[config.mk]
export PLATFORM = sky130hd
export DESIGN_NAME = rpncalc_alu
export DESIGN_NICKNAME = d
export VERILOG_FILES = /design/src/sv/rpncalc_pkg.sv /design/src/sv/rpncalc_alu.sv
export SDC_FILE = /design/constraint.sdc
export NUM_CORES = 2
export LEC_CHECK = 0
export BUFFER_PORTS_ARGS = -buffer_cell sky130_fd_sc_hd__clkbuf_2
export CORE_MARGIN = 4
export CORE_UTILIZATION = 67
export DETAILED_ROUTE_END_ITERATION = 8
export PLACE_DENSITY = 0.85
export SYNTH_ARGS = -nofsm -noshare
export SYNTH_HDL_FRONTEND = slang
export SYNTH_SLANG_ARGS = --single-unit
[constraint.sdc]
create_clock -name clock -period 16.6 [get_ports clock]
set_clock_uncertainty 0.15 [all_clocks]
set_input_delay 0 -clock clock [delete_from_list [all_inputs] [get_ports clock]]
set_output_delay 0 -clock clock [all_outputs]
set_load 0.02 [all_outputs]
[src/sv/rpncalc_pkg.sv]
// Package for the RPN stack calculator: field widths, word kind and status codes,
// and the command and result types of the shared arithmetic unit.
// Depends on nothing; every other file of the block but rpncalc_ram imports it.
package rpncalc_pkg;

   localparam int DATA_W = 32;
   localparam int KIND_W = 3;
   localparam int INDEX_W = 10;
   localparam int STATUS_W = 3;
   localparam int DEPTH_OUT_W = 11;
   localparam int STACK_DEPTH_DEFAULT = 1024;
   localparam int DIV_CNT_W = $clog2(DATA_W);

   typedef enum logic [KIND_W-1:0] {
      KIND_PUSH = 3'd0,
      KIND_POP = 3'd1,
      KIND_PEEK_TOP = 3'd2,
      KIND_PEEK_BOTTOM = 3'd3,
      KIND_ADD = 3'd4,
      KIND_SUB = 3'd5,
      KIND_MUL = 3'd6,
      KIND_DIV = 3'd7
   } kind_type;

   typedef enum logic [STATUS_W-1:0] {
      STATUS_OK = 3'd0,
      STATUS_EMPTY = 3'd1,
      STATUS_FEW = 3'd2,
      STATUS_RANGE = 3'd3,
      STATUS_DIVZERO = 3'd4,
      STATUS_FULL = 3'd5
   } status_type;

   typedef enum logic [1:0] {
      ALU_ADD = 2'd0,
      ALU_SUB = 2'd1,
      ALU_MUL = 2'd2,
      ALU_DIV = 2'd3
   } alu_op_type;

   typedef struct packed {
      logic start;
      alu_op_type op;
   } alu_cmd_type;

   typedef struct packed {
      logic done;
      logic [DATA_W-1:0] value;
   } alu_res_type;

   function automatic alu_op_type kind_to_alu_op(input kind_type kind);
      alu_op_type op;
      case (kind)
         KIND_SUB: op = ALU_SUB;
         KIND_MUL: op = ALU_MUL;
         KIND_DIV: op = ALU_DIV;
         default: op = ALU_ADD;
      endcase
      return op;
   endfunction

endpackage

[src/sv/rpncalc_alu.sv]
// Shared arithmetic unit of the RPN stack calculator: add, subtract and multiply
// with a registered result, floor division by a radix-2 restoring divider. Depends on rpncalc_pkg.
module rpncalc_alu (
   input logic clock,
   input logic reset,
   input rpncalc_pkg::alu_cmd_type cmd,
   input logic [rpncalc_pkg::DATA_W-1:0] opa,
   input logic [rpncalc_pkg::DATA_W-1:0] opb,
   output rpncalc_pkg::alu_res_type res
);
   import rpncalc_pkg::*;

   typedef enum logic [1:0] {
      A_IDLE,
      A_DIV,
      A_FIX
   } alu_state_type;

   alu_state_type state_ff, state_in;
   logic done_ff, done_in;
   logic [DATA_W-1:0] value_ff, value_in;
   logic [DATA_W-1:0] quo_ff, quo_in;
   logic [DATA_W-1:0] rem_ff, rem_in;
   logic [DATA_W-1:0] dvs_ff, dvs_in;
   logic [DIV_CNT_W-1:0] cnt_ff, cnt_in;
   logic neg_ff, neg_in;

   logic [DATA_W-1:0] mag_a;
   logic [DATA_W-1:0] mag_b;
   logic [DATA_W:0] shifted;
   logic [DATA_W+1:0] trial;
   logic fits;

   assign mag_a = opa[DATA_W-1] ? (DATA_W'(0) - opa) : opa;
   assign mag_b = opb[DATA_W-1] ? (DATA_W'(0) - opb) : opb;
   assign shifted = {rem_ff, quo_ff[DATA_W-1]};
   assign trial = {1'b0, shifted} - {2'b00, dvs_ff};
   assign fits = ~trial[DATA_W+1];

   always_comb begin
      state_in = state_ff;
      done_in = 1'b0;
      value_in = value_ff;
      quo_in = quo_ff;
      rem_in = rem_ff;
      dvs_in = dvs_ff;
      cnt_in = cnt_ff;
      neg_in = neg_ff;
      unique case (state_ff)
         A_IDLE: begin
            if (cmd.start) begin
               unique case (cmd.op)
                  ALU_ADD: begin
                     value_in = opa + opb;
                     done_in = 1'b1;
                  end
                  ALU_SUB: begin
                     value_in = opa - opb;
                     done_in = 1'b1;
                  end
                  ALU_MUL: begin
                     value_in = opa * opb;
                     done_in = 1'b1;
                  end
                  ALU_DIV: begin
                     quo_in = mag_a;
                     rem_in = '0;
                     dvs_in = mag_b;
                     neg_in = opa[DATA_W-1] ^ opb[DATA_W-1];
                     cnt_in = DIV_CNT_W'(DATA_W - 1);
                     state_in = A_DIV;
                  end
               endcase
            end
         end
         A_DIV: begin
            rem_in = fits ? trial[DATA_W-1:0] : shifted[DATA_W-1:0];
            quo_in = {quo_ff[DATA_W-2:0], fits};
            cnt_in = cnt_ff - DIV_CNT_W'(1);
            if (cnt_ff == '0) begin
               state_in = A_FIX;
            end
         end
         A_FIX: begin
            // A negative quotient with a nonzero remainder rounds down one more step.
            if (!neg_ff) begin
               value_in = quo_ff;
            end else if (rem_ff != '0) begin
               value_in = ~quo_ff;
            end else begin
               value_in = DATA_W'(0) - quo_ff;
            end
            done_in = 1'b1;
            state_in = A_IDLE;
         end
      endcase
   end

   always_ff @(posedge clock) begin
      if (reset) begin
         state_ff <= A_IDLE;
         done_ff <= 1'b0;
      end else begin
         state_ff <= state_in;
         done_ff <= done_in;
      end
      value_ff <= value_in;
      quo_ff <= quo_in;
      rem_ff <= rem_in;
      dvs_ff <= dvs_in;
      cnt_ff <= cnt_in;
      neg_ff <= neg_in;
   end

   assign res.done = done_ff;
   assign res.value = value_ff;
endmodule

---- After elaboration in Yosys (flattened, before gate mapping) ----
Cells that the tools add are included.
cells by class
  equality and inequality tests ........... 9
  mux-type cells .......................... 24
  multipliers ............................. 1
  reduce and logical (&&, ||, !) cells .... 11
  $add $sub $neg .......................... 7
  bitwise gates (word level) .............. 3
operators by type and width
  operator                                                             count
  32-bit 2-to-1 mux                                                    9
  32-bit case mux with 2 select lines                                  3
  32-bit case mux with 3 select lines                                  1
  1-bit by 32-bit subtractor with 32-bit output, first input constant  3
  33-bit by 32-bit subtractor with 34-bit output                       1
  32-bit adder                                                         1
  32-bit by 32-bit multiplier with 32-bit output                       1
  32-bit inverter                                                      1
  32-bit nonzero test                                                  1
  32-bit subtractor                                                    1
  31-bit 2-to-1 mux                                                    1
  3-bit AND reduction                                                  4
  5-bit 2-to-1 mux                                                     2
  5-bit case mux with 2 select lines                                   1
  2-bit == test, second input constant                                 3
  2-bit 2-to-1 mux                                                     3
  2-bit case mux with 3 select lines                                   1
  5-bit logical NOT                                                    1
  5-bit by 1-bit subtractor with 5-bit output, second input constant   1
  2-bit by 1-bit == test with 1-bit output, second input constant      2
  2-bit logical NOT                                                    2
  2-bit != test, second input constant                                 2
  4-bit by 1-bit != test with 1-bit output, second input constant      1
  2-bit nonzero test                                                   2
  6 further kinds                                                      7
storage, ports and cells
  bits in registers ....................... 137
  input port bits ......................... 69
  output and inout bits ................... 33
  word-level logic and storage cells ...... 64

---- Depth between registers and ports, before layout ----
  depth after elaboration ................. 5
  mapped depth ............................ 29

---- Least setup slack after synthesis ----
Ideal clock, no wire load.
  kind .................................... input-to-reg
  start point ............................. in opb[8] (netlist name)
  end point ............................... reg value_ff[24] (data pin)
  setup slack ............................. 9663 ps
  setup time .............................. 261 ps
  cell stages on the path ................. 26
  path buffers ............................ 2
  data arrival time ....................... 6526 ps
  path through ............................ clkbuf_1 -> buf_1 -> nand2_1 -> fa_1 -> inv_1 -> fa_1 -> fa_1 -> inv_1 -> fa_1 -> inv_1 -> fa_1 -> inv_1 -> fa_1 -> inv_1 -> fa_1 -> fa_1 -> ha_1 -> nor2b_1 -> o211ai_1 -> nand2_1 -> or3_1 -> o21ai_0 -> o21bai_1 -> a21oi_1 -> xnor2_1 -> a221o_1
between the ends
  longest elaborated chain between the ends .. 4
ends and longest elaborated chain
  what                                                                    line                text
  from (decl)                                                             rpncalc_alu.sv:8    input logic [rpncalc_pkg::DATA_W-1:0] opb,
  32-bit by 32-bit multiplier with 32-bit output (tied with other cells)  rpncalc_alu.sv:62   value_in = opa * opb;
  32-bit case mux with 3 select lines *                                   rpncalc_alu.sv:52   unique case (cmd.op)
  32-bit 2-to-1 mux *                                                     rpncalc_alu.sv:51   if (cmd.start) begin
  32-bit case mux with 2 select lines *                                   rpncalc_alu.sv:49   unique case (state_ff)
  net value_in[24]                                                        rpncalc_alu.sv:21   logic [DATA_W-1:0] value_ff, value_in;
  to (signal assigned)                                                    rpncalc_alu.sv:107  value_ff <= value_in;
  to (decl)                                                               rpncalc_alu.sv:21
Mark *: on every way through the listed nets, which the timed path passes. The rest lies on a longest branch. The select of a mux whose other input is x is not followed.
A chain may end at the register's enable or synchronous reset.

---- Worst setup path after layout ----
  start point ............................. in opa[10] (netlist name)
  end point ............................... reg value_ff[31] (data pin)
between the ends
  longest elaborated chain between the ends .. 4
ends and longest elaborated chain
  what                                                                    line               text
  from (decl)                                                             rpncalc_alu.sv:7   input logic [rpncalc_pkg::DATA_W-1:0] opa,
  32-bit by 32-bit multiplier with 32-bit output (tied with other cells)  rpncalc_alu.sv:62
  32-bit case mux with 3 select lines *                                   rpncalc_alu.sv:52
  32-bit 2-to-1 mux *                                                     rpncalc_alu.sv:51
  32-bit case mux with 2 select lines *                                   rpncalc_alu.sv:49
  net value_in[31]                                                        rpncalc_alu.sv:21
Marks and branches as above.

==> impl_metrics.toml <==
[detailed_routing]
wl_per_cell_microns = 22.7
drcViolationCount = 0
vias_per_cell = 6.27
drt-total-wl_microns = 79800
first_pass_iters = 8
num_vias = 22100
detail-route-antenna-nets = 0
first_iter_violations = 2673

[logic_synthesis]
synth_largest_area_cell = "fa_1"
syn_inst = 3002
ys_warn_count = 0
synth_nets = 3675
synth_seq_cells = 137
syn_avg_cell_area_sq_um = 8.99
netlist_area_sq_um = 27000
synth-async-reset-ratio = 0
yosysUniqueCellTypes = 67
synth.top_cell.area_share = 0.304
ys_seq_area_frac = 0.151
synthTopCellsByArea = "fa_1 30%, edfxtp_1 15%, ha_1 9.0%, and2_1 7.2%, inv_1 6.1%"
synth_edf_count = 134
ys.flop_type = "edfxtp_1"

[critical_path]
r2r_slack_ps = 11900
cp_slowest_cell = "clkbuf_2"
critPathLaunchType = "input pin"
worst-path-max-fanout = 27
critPathMostFrequentCell = "fa_1"
worst_ep_required_time_ps = 16600
end_kind = "register"
max_stage_delay_ps = 700
r2r_end = "rem_ff[10]$_SDFFCE_PN0P_"
r2r_cells = 11
r2r_start = "rem_ff[3]$_SDFFCE_PN0P_"
crit_arrival_ps = 7320
crit_path_cell_trace = "clkbuf_2, and2_1, fa_1, fa_1, fa_1, inv_1, fa_1, inv_1, fa_1, ha_1, fa_1, fa_1, ha_1, a21oi_1, nand4b_1, nor4_1, a21oi_1, a41o_1, o41ai_1, o21ai_0, xnor2_1, nand2_1, a22oi_1"
worstSetupPathType = "in2reg"

[clocking]
max-clock-path-buffers = 2
htree_levels = 4
cts_resized = 0
cts_buffers = 17
cts.sinks = 137
postCtsSetupBuffers = 0
clk_latency_ps = 440
path_clk_slew_ps = 60
cts_tree = "done"
cts_root_buf = "clkbuf_16"

[sta]
slew_headroom = 0.322
final_hold_viol_count = 0
report.final.slew_viol_count = 0
rsz0062_at_grt = "no"
fmax_ghz = 0.137
period_share = 0.441
setup_viol = 0
tightestPinTransition_ps = 1020
setup_tns_ps = 0
min_period_ps = 7320

[cells_and_area]
design_area_sq_um = 28400
ff_latch_area_sq_um = 4080
nFillCells = 2937
final_cell_mix = "435 x inv_1, 410 x fa_1, 373 x nand2_1"
fin_nets = 3652
multi_input_area_sq_um = 20600
final_util = 0.714
final_common_cell = "inv_1"
syn_to_final_growth_pct = 5.19
drive_above_1_share = 0.0578

[hold_path]
min_path_type = "in2reg"
hold_end = "dvs_ff[0]$_DFFE_PP_"
hold_path_depth = 2
min-delay-start = "opb[0]"

[placed_design]
dp_hpwl_microns = 58500
place_area_sq_um = 27600
port_buffers = 101
gp_congestion = 0.990

[floorplan]
rows = 73
die_h_microns = 209
ios = 102
die_w_microns = 209
start_util = 0.679
die_area_sq_um = 43500
coreArea_sq_um = 39700

[grt]
grt_usage = 0.370
grt_pass1_vias = 23400
busiest_layer = "met2"
use_met3 = 0.0782
grt_antenna_before_repair = 4
grt_max_degree = 71
use_met2 = 0.589
met1_usage = 0.493
grt_pass1_wl_microns = 127000
grt.overflow.total = 0

[status]
status = "finished clean"

[flow_run]
maxCapViolCount = 0
[state kept, by name, summed over array words and instances (netlist names)]
signal	cells
cnt_ff	5
rem_ff	32
quo_ff	32
dvs_ff	32
value_ff	32
state_ff	2
done_ff	1
neg_ff	1
[cells in the mapped netlist (11+ instances only)]
master    count
mux2i_1      26
xnor2_1     138
ha_1        194
fa_1        410
or3_1        30
or4_1        14
xor2_1      115
nand2b_1     21
nor2b_1      11
a21oi_1     102
a21o_1       24
nand2_1     373
a211oi_1     26
nor2_1       98
nand3_1      29
nand4_1      12
edfxtp_1    134
clkbuf_1    155
o21ai_0     104
inv_1       435
and2_1      309
o21a_1       18
o31ai_1      35
nor3_1       21
nor4_1       19
[area by class of cell]
type,count,share of cell area
Antenna cell,4,0.000353
Clock buffer,19,0.0153
Clock inverter,13,0.00675
Inverter,436,0.0577
Multi-Input combinational cell,2255,0.726
Sequential cell,137,0.144
Tap cell,525,0.0231
Timing Repair Buffer,132,0.0271
[routing by layer]
metal | vias to the layer above | share of wire
met2 | 1417 | 0.46
met5 | - | 0.00028
met1 | 10800 | 0.38
met4 | 4 | 0.051
li1 | 9536 | -
met3 | 302 | 0.11
[metrics by stage]
step / hold WS, ps / setup WS, ps / std cells
3_5_place_dp: 68.8 / 8940 / 3473
6_report: 49.4 / 9280 / 3521
2_1_floorplan: -80.9 / 9660 / 3002
4_1_cts: 15.9 / 9410 / 3517
3_3_place_gp: 55.6 / 9180 / 3473
5_1_grt: 43.1 / 8980 / 3518
[worst max path at each step]
stage / from / to / slack, ps / cells after the start
6_report: opa[10] / value_ff[31]$_DFFE_PP_ / 9280 / 23
4_1_cts: opa[7] / value_ff[31]$_DFFE_PP_ / 9410 / 24
3_5_place_dp: opa[7] / value_ff[31]$_DFFE_PP_ / 8940 / 24
2_1_floorplan: opb[8] / value_ff[24]$_DFFE_PP_ / 9660 / 26
5_1_grt: opa[7] / value_ff[31]$_DFFE_PP_ / 8980 / 24
3_3_place_gp: opb[2] / value_ff[24]$_DFFE_PP_ / 9180 / 24
[timing repair]
item | CTS | global route
hold buffers | 12 | 0
hold endpoints to repair | 13 | 0
endpoints found under the setup margin | 0 | 0
[cells by family (layout without fill, tap and decap cells)]
family                   count (synthesis)  in the layout  synth area share
other                                    0              4                 0
adder cells (fa/ha/maj)                604            604             0.394
AO/OA/AOI/OAI                          391            391            0.0915
XOR/XNOR                               253            253            0.0821
AND/OR/NAND/NOR                        979            979             0.184
buffers and inverters                  610            600            0.0861
flip-flops                             137            137             0.151
multiplexers                            28             28            0.0105
[worst max-delay path, delay by kind of cell]
kind | cells | cell delay (ps)
simple gates | 4 | 810
xor+xnor | 1 | 160
buf+inv | 3 | 810
fa+ha+maj | 9 | 4000
compound gates | 6 | 1510
Power is not shown: default switching activity piles up to over one toggle a cycle in this logic, so the estimate is an artifact.
